--- config.mk ---
export PLATFORM = sky130hd
export DESIGN_NAME = fastq_record_parser
export DESIGN_NICKNAME = d
export VERILOG_FILES = /design/src/design/fqp_pkg.sv /design/src/design/fastq_record_parser.sv /design/src/design/fqp_parser.sv /design/src/design/fqp_out_queue.sv
export SDC_FILE = /design/constraint.sdc
export NUM_CORES = 1
export LEC_CHECK = 0
export ABC_AREA = 1
export BUFFER_PORTS_ARGS = -buffer_cell sky130_fd_sc_hd__buf_2
export CAP_MARGIN = 40
export CORE_MARGIN = 2
export CORE_UTILIZATION = 45
export DETAILED_ROUTE_END_ITERATION = 8
export SLEW_MARGIN = 10
export SYNTH_ARGS = -nofsm -noshare
export SYNTH_HDL_FRONTEND = slang
export SYNTH_SLANG_ARGS = --single-unit
--- constraint.sdc ---
create_clock -name clk -period 5.55 [get_ports clk]
set_clock_uncertainty 0.2 [all_clocks]
set_input_delay 1.11 -clock clk [delete_from_list [all_inputs] [get_ports clk]]
set_output_delay 1.11 -clock clk [all_outputs]
set_load 0.01 [all_outputs]
--- src/design/fqp_pkg.sv ---
// Package with the item types, codes and helper functions of the FASTQ record parser.
package fqp_pkg;

    localparam int DATA_W   = 8;
    localparam int LEN_W    = 13;
    localparam int KIND_W   = 2;
    localparam int STATUS_W = 3;
    localparam int PHASE_W  = 3;

    localparam logic [DATA_W-1:0] BYTE_LF  = 8'd10;
    localparam logic [DATA_W-1:0] BYTE_CR  = 8'd13;
    localparam logic [DATA_W-1:0] BYTE_NUL = 8'd0;

    localparam logic [LEN_W-1:0] MAX_LEN_RESET = 13'd4096;

    localparam logic [PHASE_W-1:0] PH_HEADER  = 3'd0;
    localparam logic [PHASE_W-1:0] PH_SEQ     = 3'd1;
    localparam logic [PHASE_W-1:0] PH_COMMENT = 3'd2;
    localparam logic [PHASE_W-1:0] PH_QUAL    = 3'd3;
    localparam logic [PHASE_W-1:0] PH_STOP    = 3'd4;

    localparam logic [KIND_W-1:0] KIND_SEQ    = 2'd0;
    localparam logic [KIND_W-1:0] KIND_QUAL   = 2'd1;
    localparam logic [KIND_W-1:0] KIND_STATUS = 2'd2;

    localparam logic [STATUS_W-1:0] ST_DONE      = 3'd0;
    localparam logic [STATUS_W-1:0] ST_CLEAN     = 3'd1;
    localparam logic [STATUS_W-1:0] ST_OVERLONG  = 3'd2;
    localparam logic [STATUS_W-1:0] ST_EARLY_END = 3'd3;
    localparam logic [STATUS_W-1:0] ST_MISMATCH  = 3'd4;

    typedef struct packed {
        logic [DATA_W-1:0] data_byte;
        logic              end_of_data;
    } in_item_t;

    typedef struct packed {
        logic [KIND_W-1:0]   item_kind;
        logic [DATA_W-1:0]   base_value;
        logic [STATUS_W-1:0] record_status;
        logic [LEN_W-1:0]    read_length;
        logic                last_of_run;
    } out_item_t;

    // Results caused by one input transfer: up to two items.
    typedef struct packed {
        logic [1:0] num;
        out_item_t  first;
        out_item_t  second;
    } step_result_t;

    function automatic out_item_t make_status(input logic [STATUS_W-1:0] status,
                                              input logic [LEN_W-1:0] len,
                                              input logic last);
        out_item_t item;
        item.item_kind     = KIND_STATUS;
        item.base_value    = '0;
        item.record_status = status;
        item.read_length   = (status == ST_DONE) ? len : '0;
        item.last_of_run   = last;
        return item;
    endfunction

    function automatic out_item_t make_base(input logic [KIND_W-1:0] kind,
                                            input logic [DATA_W-1:0] value);
        out_item_t item;
        item.item_kind     = kind;
        item.base_value    = value;
        item.record_status = ST_DONE;
        item.read_length   = '0;
        item.last_of_run   = 1'b1;
        return item;
    endfunction

endpackage

--- src/design/fastq_record_parser.sv ---
// Top level of the streaming FASTQ record parser.
//
// Input channel (in_valid, in_stall, in_item): one file byte per transfer, or
// an end flag. Output channel (out_valid, out_stall, out_item): sequence bytes,
// quality bytes and record status items, in file order. Configuration channel
// (cfg_valid, cfg_ready, cfg_data): the maximum line length, always ready. The
// user must write it only while no transfer is in progress; nothing checks it.
//
// Each input transfer is parsed in the cycle it is taken and its results (none,
// one, or two at end of data) are written into a four-entry result queue,
// which offers them in order on the output. One byte per cycle is sustained;
// the input is held off only when the queue lacks room for two more items,
// which happens when the receiver stalls. A stalled output keeps its item
// until the transfer completes.
//
// Reset clears the parser to the start of a header line, empties the queue and
// sets the maximum line length to 4096. After any end or error status the block
// takes and discards all further bytes until reset.
module fastq_record_parser #(
    parameter int MAX_READ = 4096
) (
    input  logic               clk,
    input  logic               rst_n,
    input  logic               in_valid,
    output logic               in_stall,
    input  fqp_pkg::in_item_t  in_item,
    output logic               out_valid,
    input  logic               out_stall,
    output fqp_pkg::out_item_t out_item,
    input  logic               cfg_valid,
    output logic               cfg_ready,
    input  logic [12:0]        cfg_data
);
    import fqp_pkg::*;

    logic [LEN_W-1:0] max_len_reg;
    logic             in_fire;
    logic             out_fire;
    logic             queue_almost_full;
    step_result_t     step_result;

    assign cfg_ready = 1'b1;
    assign in_stall  = queue_almost_full;
    assign in_fire   = in_valid && !in_stall;
    assign out_fire  = out_valid && !out_stall;

    always_ff @(posedge clk or negedge rst_n)
    begin
        if (!rst_n)
        begin
            max_len_reg <= MAX_LEN_RESET;
        end
        else if (cfg_valid && cfg_ready)
        begin
            max_len_reg <= cfg_data;
        end
    end

    fqp_parser #(
        .MAX_READ (MAX_READ)
    ) u_parser (
        .clk     (clk),
        .rst_n   (rst_n),
        .in_fire (in_fire),
        .in_item (in_item),
        .max_len (max_len_reg),
        .result  (step_result)
    );

    fqp_out_queue u_out_queue (
        .clk         (clk),
        .rst_n       (rst_n),
        .push        (step_result),
        .pop         (out_fire),
        .out_valid   (out_valid),
        .out_item    (out_item),
        .almost_full (queue_almost_full)
    );

endmodule

--- src/design/fqp_parser.sv ---
// Line parser: per-byte state update and result generation for one input transfer.
module fqp_parser #(
    parameter int MAX_READ = 4096
) (
    input  logic                 clk,
    input  logic                 rst_n,
    input  logic                 in_fire,
    input  fqp_pkg::in_item_t    in_item,
    input  logic [12:0]          max_len,
    output fqp_pkg::step_result_t result
);
    import fqp_pkg::*;

    localparam int CNT_W = $clog2(MAX_READ + 1);
    localparam int CMP_W = (CNT_W > LEN_W) ? CNT_W : LEN_W;

    logic [PHASE_W-1:0] phase_reg, phase_next;
    logic [CNT_W-1:0]   count_reg, count_next;
    logic [CNT_W-1:0]   seq_len_reg, seq_len_next;
    logic               after_cr_reg, after_cr_next;

    logic               at_end;
    logic               is_break;
    logic [CMP_W-1:0]   limit;
    logic [CMP_W-1:0]   count_wide;
    logic [LEN_W-1:0]   seq_len_13;
    logic               count_zero;
    logic               len_match;

    assign at_end     = in_item.end_of_data || (in_item.data_byte == BYTE_NUL);
    assign is_break   = (in_item.data_byte == BYTE_LF) || (in_item.data_byte == BYTE_CR);
    assign limit      = (CMP_W'(max_len) > CMP_W'(MAX_READ)) ? CMP_W'(MAX_READ)
                                                             : CMP_W'(max_len);
    assign count_wide = CMP_W'(count_reg);
    assign seq_len_13 = LEN_W'(CMP_W'(seq_len_reg));
    assign count_zero = (count_reg == '0);
    assign len_match  = (count_reg == seq_len_reg);

    always_comb
    begin
        phase_next    = phase_reg;
        count_next    = count_reg;
        seq_len_next  = seq_len_reg;
        after_cr_next = after_cr_reg;
        result        = '0;

        if (in_fire && (phase_reg != PH_STOP))
        begin
            after_cr_next = 1'b0;
            if (after_cr_reg && !at_end && (in_item.data_byte == BYTE_LF))
            begin
                // The LF of a CR LF pair is swallowed.
            end
            else if (at_end)
            begin
                phase_next = PH_STOP;
                result.num = 2'd1;
                unique case (phase_reg)
                    PH_HEADER:
                    begin
                        result.first = make_status(ST_CLEAN, seq_len_13, 1'b1);
                    end
                    PH_SEQ:
                    begin
                        result.first = make_status(count_zero ? ST_CLEAN : ST_EARLY_END,
                                                   seq_len_13, 1'b1);
                    end
                    PH_COMMENT:
                    begin
                        result.first = make_status(count_zero ? ST_EARLY_END : ST_CLEAN,
                                                   seq_len_13, 1'b1);
                    end
                    default:
                    begin
                        if (count_zero)
                        begin
                            result.first = make_status(ST_CLEAN, seq_len_13, 1'b1);
                        end
                        else if (len_match)
                        begin
                            result.num    = 2'd2;
                            result.first  = make_status(ST_DONE, seq_len_13, 1'b0);
                            result.second = make_status(ST_CLEAN, seq_len_13, 1'b1);
                        end
                        else
                        begin
                            result.first = make_status(ST_MISMATCH, seq_len_13, 1'b1);
                        end
                    end
                endcase
            end
            else if (is_break)
            begin
                after_cr_next = (in_item.data_byte == BYTE_CR);
                count_next    = '0;
                unique case (phase_reg)
                    PH_HEADER:
                    begin
                        if (count_zero)
                        begin
                            result.num   = 2'd1;
                            result.first = make_status(ST_CLEAN, seq_len_13, 1'b1);
                            phase_next   = PH_STOP;
                        end
                        else
                        begin
                            phase_next = PH_SEQ;
                        end
                    end
                    PH_SEQ:
                    begin
                        if (count_zero)
                        begin
                            result.num   = 2'd1;
                            result.first = make_status(ST_CLEAN, seq_len_13, 1'b1);
                            phase_next   = PH_STOP;
                        end
                        else
                        begin
                            seq_len_next = count_reg;
                            phase_next   = PH_COMMENT;
                        end
                    end
                    PH_COMMENT:
                    begin
                        if (count_zero)
                        begin
                            result.num   = 2'd1;
                            result.first = make_status(ST_EARLY_END, seq_len_13, 1'b1);
                            phase_next   = PH_STOP;
                        end
                        else
                        begin
                            phase_next = PH_QUAL;
                        end
                    end
                    default:
                    begin
                        result.num = 2'd1;
                        if (count_zero)
                        begin
                            result.first = make_status(ST_CLEAN, seq_len_13, 1'b1);
                            phase_next   = PH_STOP;
                        end
                        else if (len_match)
                        begin
                            result.first = make_status(ST_DONE, seq_len_13, 1'b1);
                            seq_len_next = '0;
                            phase_next   = PH_HEADER;
                        end
                        else
                        begin
                            result.first = make_status(ST_MISMATCH, seq_len_13, 1'b1);
                            phase_next   = PH_STOP;
                        end
                    end
                endcase
            end
            else if ((phase_reg == PH_SEQ) || (phase_reg == PH_QUAL))
            begin
                result.num = 2'd1;
                if (count_wide >= limit)
                begin
                    result.first = make_status(ST_OVERLONG, seq_len_13, 1'b1);
                    phase_next   = PH_STOP;
                end
                else
                begin
                    result.first = make_base((phase_reg == PH_SEQ) ? KIND_SEQ : KIND_QUAL,
                                             in_item.data_byte);
                    count_next   = count_reg + 1'b1;
                end
            end
            else
            begin
                // Header and comment text only needs to mark the line as non-empty.
                count_next = CNT_W'(1);
            end
        end
    end

    always_ff @(posedge clk or negedge rst_n)
    begin
        if (!rst_n)
        begin
            phase_reg    <= PH_HEADER;
            count_reg    <= '0;
            seq_len_reg  <= '0;
            after_cr_reg <= 1'b0;
        end
        else
        begin
            phase_reg    <= phase_next;
            count_reg    <= count_next;
            seq_len_reg  <= seq_len_next;
            after_cr_reg <= after_cr_next;
        end
    end

    // Once stopped, the parser stays stopped until reset.
    assert property (@(posedge clk) disable iff (!rst_n)
        (phase_reg == PH_STOP) |=> (phase_reg == PH_STOP))
        else $error("parser left the stopped phase");

    // A stopped parser produces no results.
    assert property (@(posedge clk) disable iff (!rst_n)
        (phase_reg == PH_STOP) |-> (result.num == 2'd0))
        else $error("result produced while stopped");

    // Two results only ever come as record done followed by clean end.
    assert property (@(posedge clk) disable iff (!rst_n)
        (result.num == 2'd2) |-> ((result.first.record_status == ST_DONE) &&
                                  (result.second.record_status == ST_CLEAN) &&
                                  (phase_next == PH_STOP)))
        else $error("unexpected pair of results");

endmodule

--- src/design/fqp_out_queue.sv ---
// Result queue: takes up to two items per cycle and delivers one per transfer.
module fqp_out_queue (
    input  logic                  clk,
    input  logic                  rst_n,
    input  fqp_pkg::step_result_t push,
    input  logic                  pop,
    output logic                  out_valid,
    output fqp_pkg::out_item_t    out_item,
    output logic                  almost_full
);
    import fqp_pkg::*;

    localparam int DEPTH = 4;
    localparam int PTR_W = $clog2(DEPTH);
    localparam int CNT_W = $clog2(DEPTH + 1);

    out_item_t          mem [DEPTH];
    logic [PTR_W-1:0]   wr_ptr_reg, wr_ptr_next;
    logic [PTR_W-1:0]   rd_ptr_reg, rd_ptr_next;
    logic [CNT_W-1:0]   count_reg, count_next;
    logic [PTR_W-1:0]   wr_ptr_plus1;

    assign wr_ptr_plus1 = wr_ptr_reg + 1'b1;
    assign out_valid    = (count_reg != '0);
    assign out_item     = mem[rd_ptr_reg];
    // Room for two more items is needed before the next input transfer.
    assign almost_full  = (count_reg > CNT_W'(DEPTH - 2));

    always_comb
    begin
        wr_ptr_next = wr_ptr_reg + PTR_W'(push.num);
        rd_ptr_next = rd_ptr_reg + PTR_W'(pop);
        count_next  = count_reg + CNT_W'(push.num) - CNT_W'(pop);
    end

    always_ff @(posedge clk)
    begin
        if (push.num != 2'd0)
        begin
            mem[wr_ptr_reg] <= push.first;
        end
        if (push.num == 2'd2)
        begin
            mem[wr_ptr_plus1] <= push.second;
        end
    end

    always_ff @(posedge clk or negedge rst_n)
    begin
        if (!rst_n)
        begin
            wr_ptr_reg <= '0;
            rd_ptr_reg <= '0;
            count_reg  <= '0;
        end
        else
        begin
            wr_ptr_reg <= wr_ptr_next;
            rd_ptr_reg <= rd_ptr_next;
            count_reg  <= count_next;
        end
    end

    // The fill level never passes the depth.
    assert property (@(posedge clk) disable iff (!rst_n)
        count_reg <= CNT_W'(DEPTH))
        else $error("result queue overflow");

    // Pointers and fill level stay consistent.
    assert property (@(posedge clk) disable iff (!rst_n)
        (count_reg != CNT_W'(DEPTH)) |->
            (PTR_W'(count_reg) == PTR_W'(wr_ptr_reg - rd_ptr_reg)))
        else $error("result queue pointers disagree with fill level");

    // A pop with nothing pushed lowers the fill level by one.
    assert property (@(posedge clk) disable iff (!rst_n)
        (pop && (push.num == 2'd0)) |=> (count_reg == $past(count_reg) - 1'b1))
        else $error("result queue fill level wrong after a pop");

endmodule
==> metrics.txt, run 1 <==
# TYPE chip_impl_metric gauge
chip_impl_info{name="setup.worst_path.start_class",value="input port"} 1
chip_impl_metric{name="ys_types",unit=""} 47
chip_impl_metric{name="initial_core_utilization",unit="%"} 45.81
chip_impl_metric{name="fin_crit",unit="ns"} 3.544
chip_impl_metric{name="maxCapViolations",unit=""} 0
chip_impl_metric{name="area.sequential",unit="um^2"} 3535
chip_impl_info{name="hp-class",value="reg2reg"} 1
chip_impl_metric{name="fin_nets",unit=""} 1220
chip_impl_metric{name="synth_sequential_area_ratio",unit="%"} 41.39
chip_impl_metric{name="synthToLayoutAreaGrowth",unit="%"} 9.610
chip_impl_metric{name="crit_arrival",unit="ns"} 3.69
chip_impl_info{name="criticalPathCategory",value="in2reg"} 1
chip_impl_info{name="worst_setup_path_startpoint",value="in_item[5]"} 1
chip_impl_metric{name="worst_slew_pin_slew",unit="ns"} 0.8787
chip_impl_metric{name="synth-edff-count",unit=""} 12
chip_impl_metric{name="wl",unit="um"} 22470
chip_impl_metric{name="maxClockFrequency",unit="MHz"} 282.1
chip_impl_metric{name="cts.clk_slew.worst_paths",unit="ns"} 0.06
chip_impl_metric{name="htree_num_levels",unit=""} 4
chip_impl_info{name="tritoncts",value="built"} 1
chip_impl_info{name="unrepaired_setup_endpoints_after_global_routing",value="false"} 1
chip_impl_info{name="hold_path.startpoint",value="u_out_queue.mem[2][6]$_SDFFE_PP0P_"} 1
chip_impl_metric{name="detail_route.iter0.violations",unit=""} 535
chip_impl_info{name="slowest_stage",value="fa_1"} 1
chip_impl_metric{name="critPathRequiredTime",unit="ns"} 5.70
chip_impl_metric{name="finalHoldViolations",unit=""} 0
chip_impl_info{name="run_status",value="finished clean"} 1
chip_impl_metric{name="synthesized_area_divided_by_synthesized_cell_count",unit="um^2"} 7.440
chip_impl_metric{name="core-area",unit="um^2"} 18640
chip_impl_metric{name="slew_headroom",unit="%"} 41.35
chip_impl_metric{name="cts_sinks",unit=""} 158
chip_impl_info{name="worst_setup_path_end_kind",value="flop"} 1
chip_impl_metric{name="chipHeight",unit="um"} 141.8
chip_impl_metric{name="cp_max_fo",unit=""} 8
chip_impl_metric{name="tritoncts.num_buffers",unit=""} 17
chip_impl_metric{name="via_count_of_the_first_global_routing_pass",unit=""} 6974
chip_impl_metric{name="synth-async-reset-ratio",unit="%"} 31.65
chip_impl_metric{name="rows",unit=""} 50
chip_impl_info{name="root_buffer",value="clkbuf_16"} 1
chip_impl_metric{name="dieWidth",unit="um"} 141.8
chip_impl_metric{name="grt_max_degree",unit=""} 56
chip_impl_info{name="largest-register",value="u_out_queue.mem"} 1
chip_impl_metric{name="vias_per_cell",unit=""} 5.252
chip_impl_metric{name="drt.antenna.violating_nets",unit=""} 0
chip_impl_metric{name="postCtsHoldBufs",unit=""} 0
chip_impl_metric{name="netlist_instances",unit=""} 1148
chip_impl_metric{name="avgRoutedWirePerCell",unit="um"} 15.85
chip_impl_metric{name="power_per_cell_area",unit="nW/um^2"} 421.5
chip_impl_metric{name="post-layout-total-power",unit="mW"} 3.946
chip_impl_metric{name="postCtsResizedCells",unit=""} 0
chip_impl_metric{name="grt_pass1_wl",unit="um"} 36760
chip_impl_metric{name="finalWeightedCongestion",unit=""} 0.8480
chip_impl_info{name="cpLargestDelayFamily",value="simple AND/OR/NAND/NOR gates"} 1
chip_impl_metric{name="grt_use_total",unit="%"} 23.32
chip_impl_metric{name="finalSetupViolations",unit=""} 0
chip_impl_metric{name="critical_path.n_buffers_inverters",unit=""} 5
chip_impl_info{name="crit_path_cell_trace",value="buf_2 > inv_1 > nand2_1 > nor2_2 > nand2_1 > nand2_4 > nand2_2 > nand2_4 > nand2_1 > nor2_2 > inv_1 > ha_1 > inv_1 > ha_1 > inv_1 > fa_1 > xnor2_1 > xor2_1"} 1
chip_impl_metric{name="overflow",unit=""} 0
chip_impl_info{name="regToRegStartpoint",value="u_parser.count_reg[1]$_DFFE_PN0P_"} 1
chip_impl_metric{name="pin_count",unit=""} 57
chip_impl_metric{name="cp_slowest_stage_delay",unit="ns"} 0.38
chip_impl_metric{name="route.vias.total",unit=""} 7448
chip_impl_metric{name="antenna_found_initial",unit=""} 0
chip_impl_metric{name="final_layout_size_suffix_gt1_share",unit="%"} 14.10
chip_impl_metric{name="syn_nets",unit=""} 1196
chip_impl_metric{name="detailedRoute.firstPassIterationCount",unit=""} 5
chip_impl_info{name="yosys_most_used_dff",value="dfxtp_1"} 1
chip_impl_metric{name="cts_setup_buffers",unit=""} 0
chip_impl_metric{name="fillerInstances",unit=""} 1888
chip_impl_metric{name="power_leakage",unit="nW"} 4.307
chip_impl_metric{name="syn-cell-area",unit="um^2"} 8541
chip_impl_info{name="cpMostUsedCell",value="inv_1"} 1
chip_impl_metric{name="clock_latency",unit="ns"} 0.42
chip_impl_metric{name="synth.ff_latch_count",unit=""} 158
chip_impl_metric{name="peakVddDrop",unit="mV"} 0.2016
chip_impl_metric{name="post-route-period-util",unit="%"} 63.86
chip_impl_metric{name="post-dp-hpwl",unit="um"} 14350
chip_impl_metric{name="multiInputGateArea",unit="um^2"} 4298
chip_impl_metric{name="buffer_levels_on_the_longest_clock_path",unit=""} 2
chip_impl_metric{name="fp.dieArea",unit="um^2"} 20100
chip_impl_metric{name="finalMaxSlewViolations",unit=""} 0
chip_impl_metric{name="largest_reg_flops",unit=""} 108
chip_impl_metric{name="portBuffers",unit=""} 55
chip_impl_metric{name="antenna_cells",unit=""} 0
chip_impl_metric{name="yosysWarningCount",unit=""} 0
chip_impl_metric{name="setup_total_negative_slack",unit="ns"} 0
chip_impl_metric{name="detail_route.drc_violations",unit=""} 0
## logic make-up after synthesis
group	share of synthesized area, %
other	0.04391
xor gates and xnor gates	1.128
AOI/OAI and AO/OA	9.610
muxes	0.5274
buffers and inverters	8.292
and+or+nand+nor	35.85
DFF	41.39
adders and majority gates	3.164
## layer usage
metal	track usage, %	up-vias	wire, um
li1	-	3773	-
met1	32.13	3448	10680
met2	37.81	203	10210
met3	3.611	24	1172
met4	7.368	0	410
met5	0	-	0
## synthesized netlist by cell type (2+ instances only)
cell	n	area share [%]
xnor2_1	4	0.41
nor3b_1	2	0.18
clkinv_1	3	0.13
clkbuf_1	20	0.88
buf_6	14	1.8
nor2_4	20	2.6
nand3_4	9	1.8
buf_2	9	0.53
a21oi_2	4	0.41
nand3_1	119	7.0
nand2_4	3	0.40
xor2_1	7	0.72
nor2_1	97	4.3
buf_4	9	0.79
nor3_1	9	0.53
o21ai_1	3	0.18
nor3_2	2	0.23
edfxtp_1	12	4.2
nand4_1	10	0.73
mux2_2	4	0.53
ha_1	20	2.9
nand2_1	369	16
nand3_2	5	0.59
inv_2	15	0.66
o21ai_0	103	6.0
inv_1	68	3.0
nor2_2	7	0.51
a21oi_1	9	0.53
dfrtp_1	49	14
dfxtp_1	96	23
o22ai_1	27	2.0
nand2_2	5	0.37
## final timing paths
path | end | slack, ns | cells after the start
max reg2reg | u_out_queue.count_reg[2]$_DFF_PN0_ | 2.13 | 18
min | u_out_queue.mem[2][6]$_SDFFE_PP0P_ | 0.26 | 2
min in group asynchronous | max_len_reg[2]$_DFFE_PN0P_ | 0.59 | 2
max in group asynchronous | u_parser.count_reg[4]$_DFFE_PN0P_ | 4.09 | 2
max | u_out_queue.count_reg[2]$_DFF_PN0_ | 2.01 | 18
min reg2reg | u_out_queue.mem[2][6]$_SDFFE_PP0P_ | 0.26 | 2
## area by class of cell
type	count	area share, %
Clock buffer	25	5.867
Clock inverter	6	0.4678
Inverter	88	3.609
Multi-Input combinational cell	848	45.91
Sequential cell	158	37.76
Tap cell	234	3.128
Timing Repair Buffer	59	3.261
## report_power, final
part / leakage [nW] / internal [mW] / switching (mW) / total (mW)
logic: 2.48 / 0.455 / 1.01 / 1.47
clock network: 0.291 / 0.689 / 0.473 / 1.16
registers: 1.53 / 1.24 / 0.0821 / 1.32
total: 4.31 / 2.38 / 1.57 / 3.95
## cells in the final DEF, fill, tap and decap left out, types with 2 or more instances in the layout
cell / count
nand2_4: 3
xor2_1: 7
nor3_1: 9
inv_2: 15
nand4_1: 10
clkbuf_16: 20
xnor2_1: 4
nand3_1: 119
clkinv_4: 2
nand2_1: 369
o21ai_1: 3
mux2_2: 4
inv_1: 68
a21oi_2: 4
clkinv_2: 2
o22ai_1: 27
a21oi_1: 9
nor2_4: 20
clkbuf_1: 2
buf_4: 4
nand2_2: 5
buf_2: 55
dfxtp_1: 96
nand3_4: 9
clkinv_1: 3
nor3_2: 2
nor2_1: 97
inv_6: 2
nand3_2: 5
nor3b_1: 2
o21ai_0: 103
dfrtp_1: 49
nor2_2: 7
edfxtp_1: 12
clkbuf_8: 3
ha_1: 20
## per-stage QoR
stage	cell area (um^2)	utilization, %	worst slack (ns)	std cells	hold slack [ns]
after floorplan	8541	-	1.951	1148	0.2392
after global routing	9361	50.21	1.829	1418	0.2765
after CTS	9361	50.21	1.991	1418	0.2627
after global placement	8768	47.03	1.646	1387	0.2492
final	9361	50.21	2.006	1418	0.2600
after detailed placement	8768	47.03	1.544	1387	0.2536
## worst reg2reg max path, stage by stage (launching register included)
cell     delay [ns]
dfrtp_1        0.46
inv_1          0.11
ha_1           0.19
nand2_1        0.06
nor3_1         0.14
nand3_1        0.20
nand2_1        0.12
nand2_2        0.07
nand2_4        0.13
nand2_1        0.08
nor2_2         0.23
inv_1          0.11
ha_1           0.30
inv_1          0.06
ha_1           0.13
inv_1          0.05
fa_1           0.38
xnor2_1        0.19
xor2_1         0.15
Note: power is estimated with default switching activity, not from simulation.
==> run 2: changes to the inputs <==
clock period = 3.2 ns   (was 5.55 ns; I/O delays follow)
==> metrics.txt, run 2 (synthesis results as in run 1) <==
# TYPE chip_impl_metric gauge
chip_impl_metric{name="setup_slack_at_placement",unit="ns"} -0.08209
chip_impl_metric{name="setup_total_negative_slack",unit="ns"} 0
chip_impl_metric{name="crit_arrival",unit="ns"} 3.15
chip_impl_metric{name="grt_use_total",unit="%"} 23.80
chip_impl_info{name="crit_path_cell_trace",value="inv_2 > ha_4 > nand2_1 > nor3_2 > nand3_1 > nand2_1 > nand2_2 > nand2_4 > nand2_1 > nor2_4 > inv_1 > ha_1 > inv_1 > ha_1 > inv_1 > fa_1 > xnor2_1 > xor2_1"} 1
chip_impl_metric{name="via_count_of_the_first_global_routing_pass",unit=""} 7145
chip_impl_metric{name="largest_reg_flops",unit=""} 108
chip_impl_metric{name="maxCapViolations",unit=""} 0
chip_impl_metric{name="detail_route.iter0.violations",unit=""} 591
chip_impl_metric{name="finalWeightedCongestion",unit=""} 0.9218
chip_impl_metric{name="final_layout_size_suffix_gt1_share",unit="%"} 18.34
chip_impl_metric{name="fin_crit",unit="ns"} 3.010
chip_impl_metric{name="portBuffers",unit=""} 55
chip_impl_info{name="hold_path.startpoint",value="cfg_data[4]"} 1
chip_impl_info{name="slowest_stage",value="dfrtp_1"} 1
chip_impl_metric{name="pin_count",unit=""} 57
chip_impl_info{name="hold_end",value="max_len_reg[4]$_DFFE_PN0P_"} 1
chip_impl_metric{name="wl",unit="um"} 22900
chip_impl_metric{name="timing.final.ws_setup",unit="ns"} 0.1904
chip_impl_metric{name="buffer_levels_on_the_longest_clock_path",unit=""} 2
chip_impl_info{name="worst_setup_path_end_kind",value="flop"} 1
chip_impl_info{name="largest-register",value="u_out_queue.mem"} 1
chip_impl_metric{name="route.vias.total",unit=""} 7592
chip_impl_info{name="criticalPathCategory",value="reg2reg"} 1
chip_impl_metric{name="fillerInstances",unit=""} 1828
chip_impl_info{name="timing.rr.end",value="u_out_queue.count_reg[2]$_DFF_PN0_"} 1
chip_impl_metric{name="fin_nets",unit=""} 1267
chip_impl_metric{name="synthToLayoutAreaGrowth",unit="%"} 15.00
chip_impl_metric{name="avgRoutedWirePerCell",unit="um"} 15.62
chip_impl_metric{name="htree_num_levels",unit=""} 4
chip_impl_info{name="setup.worst_path.start_class",value="flop"} 1
chip_impl_metric{name="post-dp-hpwl",unit="um"} 15870
chip_impl_metric{name="detailroute.wirelength.met3",unit="um"} 1070
chip_impl_metric{name="clock_latency",unit="ns"} 0.43
chip_impl_metric{name="post-layout-total-power",unit="mW"} 7.142
chip_impl_metric{name="layoutNonFillerInstCount",unit=""} 1466
chip_impl_metric{name="grt_max_degree",unit=""} 56
chip_impl_metric{name="chipHeight",unit="um"} 141.8
chip_impl_metric{name="routed-wl-met2",unit="um"} 10570
chip_impl_metric{name="cp_max_fo",unit=""} 4
chip_impl_metric{name="finalHoldViolations",unit=""} 0
chip_impl_metric{name="finalSetupViolations",unit=""} 0
chip_impl_metric{name="detailedRoute.firstPassIterationCount",unit=""} 5
chip_impl_metric{name="cts_sinks",unit=""} 158
chip_impl_metric{name="length_in_cells_of_the_worst_reg_to_reg_path",unit=""} 18
chip_impl_info{name="hp-class",value="in2reg"} 1
chip_impl_metric{name="rows",unit=""} 50
chip_impl_metric{name="hold_path_depth",unit=""} 3
chip_impl_metric{name="vias_per_cell",unit=""} 5.179
chip_impl_metric{name="antenna_cells",unit=""} 0
chip_impl_info{name="root_buffer",value="clkbuf_16"} 1
chip_impl_metric{name="initial_core_utilization",unit="%"} 45.81
chip_impl_metric{name="postLayoutCoreUtil",unit="%"} 52.68
chip_impl_metric{name="critPathRequiredTime",unit="ns"} 3.34
chip_impl_metric{name="peakVddDrop",unit="mV"} 0.4801
chip_impl_metric{name="tritoncts.num_buffers",unit=""} 17
chip_impl_metric{name="finalMaxSlewViolations",unit=""} 0
chip_impl_metric{name="slew_headroom",unit="%"} 59.79
chip_impl_metric{name="overflow",unit=""} 0
chip_impl_metric{name="post-route-period-util",unit="%"} 94.05
chip_impl_info{name="unrepaired_setup_endpoints_after_global_routing",value="false"} 1
chip_impl_metric{name="multiInputGateArea",unit="um^2"} 4333
chip_impl_metric{name="detail_route.drc_violations",unit=""} 0
chip_impl_metric{name="cp_slowest_stage_delay",unit="ns"} 0.39
chip_impl_info{name="regToRegStartpoint",value="u_parser.count_reg[0]$_DFFE_PN0P_"} 1
chip_impl_metric{name="power_leakage",unit="nW"} 4.566
chip_impl_metric{name="grt_pass1_wl",unit="um"} 37750
chip_impl_info{name="tritoncts",value="built"} 1
chip_impl_metric{name="drt.antenna.violating_nets",unit=""} 0
chip_impl_info{name="top_layer_used",value="met4"} 1
chip_impl_metric{name="area.sequential",unit="um^2"} 3537
chip_impl_metric{name="placedCellCount",unit=""} 1430
chip_impl_metric{name="met1_routed_wirelength_after_detailed_routing",unit="um"} 10830
chip_impl_metric{name="dieWidth",unit="um"} 141.8
chip_impl_metric{name="fp.dieArea",unit="um^2"} 20100
chip_impl_metric{name="maxClockFrequency",unit="MHz"} 332.3
chip_impl_info{name="layout_commonest_cell",value="nand2_1"} 1
chip_impl_metric{name="r2r_setup_slack",unit="ns"} 0.19
chip_impl_metric{name="antenna_found_initial",unit=""} 0
chip_impl_metric{name="core-area",unit="um^2"} 18640
chip_impl_metric{name="worst_slew_pin_slew",unit="ns"} 0.6031
chip_impl_metric{name="cts.clk_slew.worst_paths",unit="ns"} 0.07
chip_impl_metric{name="power_per_cell_area",unit="nW/um^2"} 727.2
chip_impl_info{name="layout_common_cells",value="nand2_1 (367), nand3_1 (119), o21ai_0 (103)"} 1
chip_impl_info{name="run_status",value="finished clean"} 1
[run 2: layer usage]
layer  vias to the layer above  track usage [%]
met3                        29            4.016
li1                       3869                -
met5                         -                0
met4                         0            7.000
met1                      3493            33.10
met2                       201            38.22
[run 2: report_power, final]
part	leakage, nW	internal (mW)	switching (mW)	total (mW)
logic	2.73	0.953	1.85	2.80
registers	1.53	2.14	0.126	2.27
clock network	0.301	1.18	0.893	2.07
[run 2: how the worst max path moves through the flow]
stage / start / end / depth (start not counted)
after floorplan: in_item[8] / u_out_queue.count_reg[2]$_DFF_PN0_ / 18
after global placement: in_item[5] / u_out_queue.count_reg[2]$_DFF_PN0_ / 18
after detailed placement: in_item[3] / u_out_queue.count_reg[2]$_DFF_PN0_ / 18
after CTS: u_parser.count_reg[0]$_DFFE_PN0P_ / u_out_queue.count_reg[2]$_DFF_PN0_ / 18
after global routing: u_parser.count_reg[11]$_DFFE_PN0P_ / u_out_queue.count_reg[2]$_DFF_PN0_ / 17
final: u_parser.count_reg[0]$_DFFE_PN0P_ / u_out_queue.count_reg[2]$_DFF_PN0_ / 18
[run 2: stage by stage]
step	hold WS [ns]	area (um^2)
4_1_cts	0.2038	9748
5_1_grt	0.2239	9822
3_5_place_dp	0.2515	9141
6_report	0.2146	9822
3_3_place_gp	0.2480	9141
2_1_floorplan	0.1444	8541
[run 2: final cells by class]
cell class              instances  area share, %
clock buffers                  20          4.866
repair inverters                1        0.05096
flip-flops and latches        158          36.01
well taps                     234          2.981
multi-input cells             848          44.11
repair buffers                105          7.287
inverters                      88          3.478
clock inverters                12          1.210
[run 2: what timing repair did]
action	in CTS	in global routing
hold buffers	1	0
endpoints found under the setup margin	0	55
setup buffers	0	2
resized for setup	0	12
hold endpoints to repair	18	0
[run 2: critical path: cells and delay by family (launching register included)]
family / cells / cell delay (ns)
xor+xnor: 2 / 0.39
fa+ha+maj: 4 / 0.93
buf+inv: 4 / 0.27
flops: 1 / 0.39
simple gates: 8 / 0.76
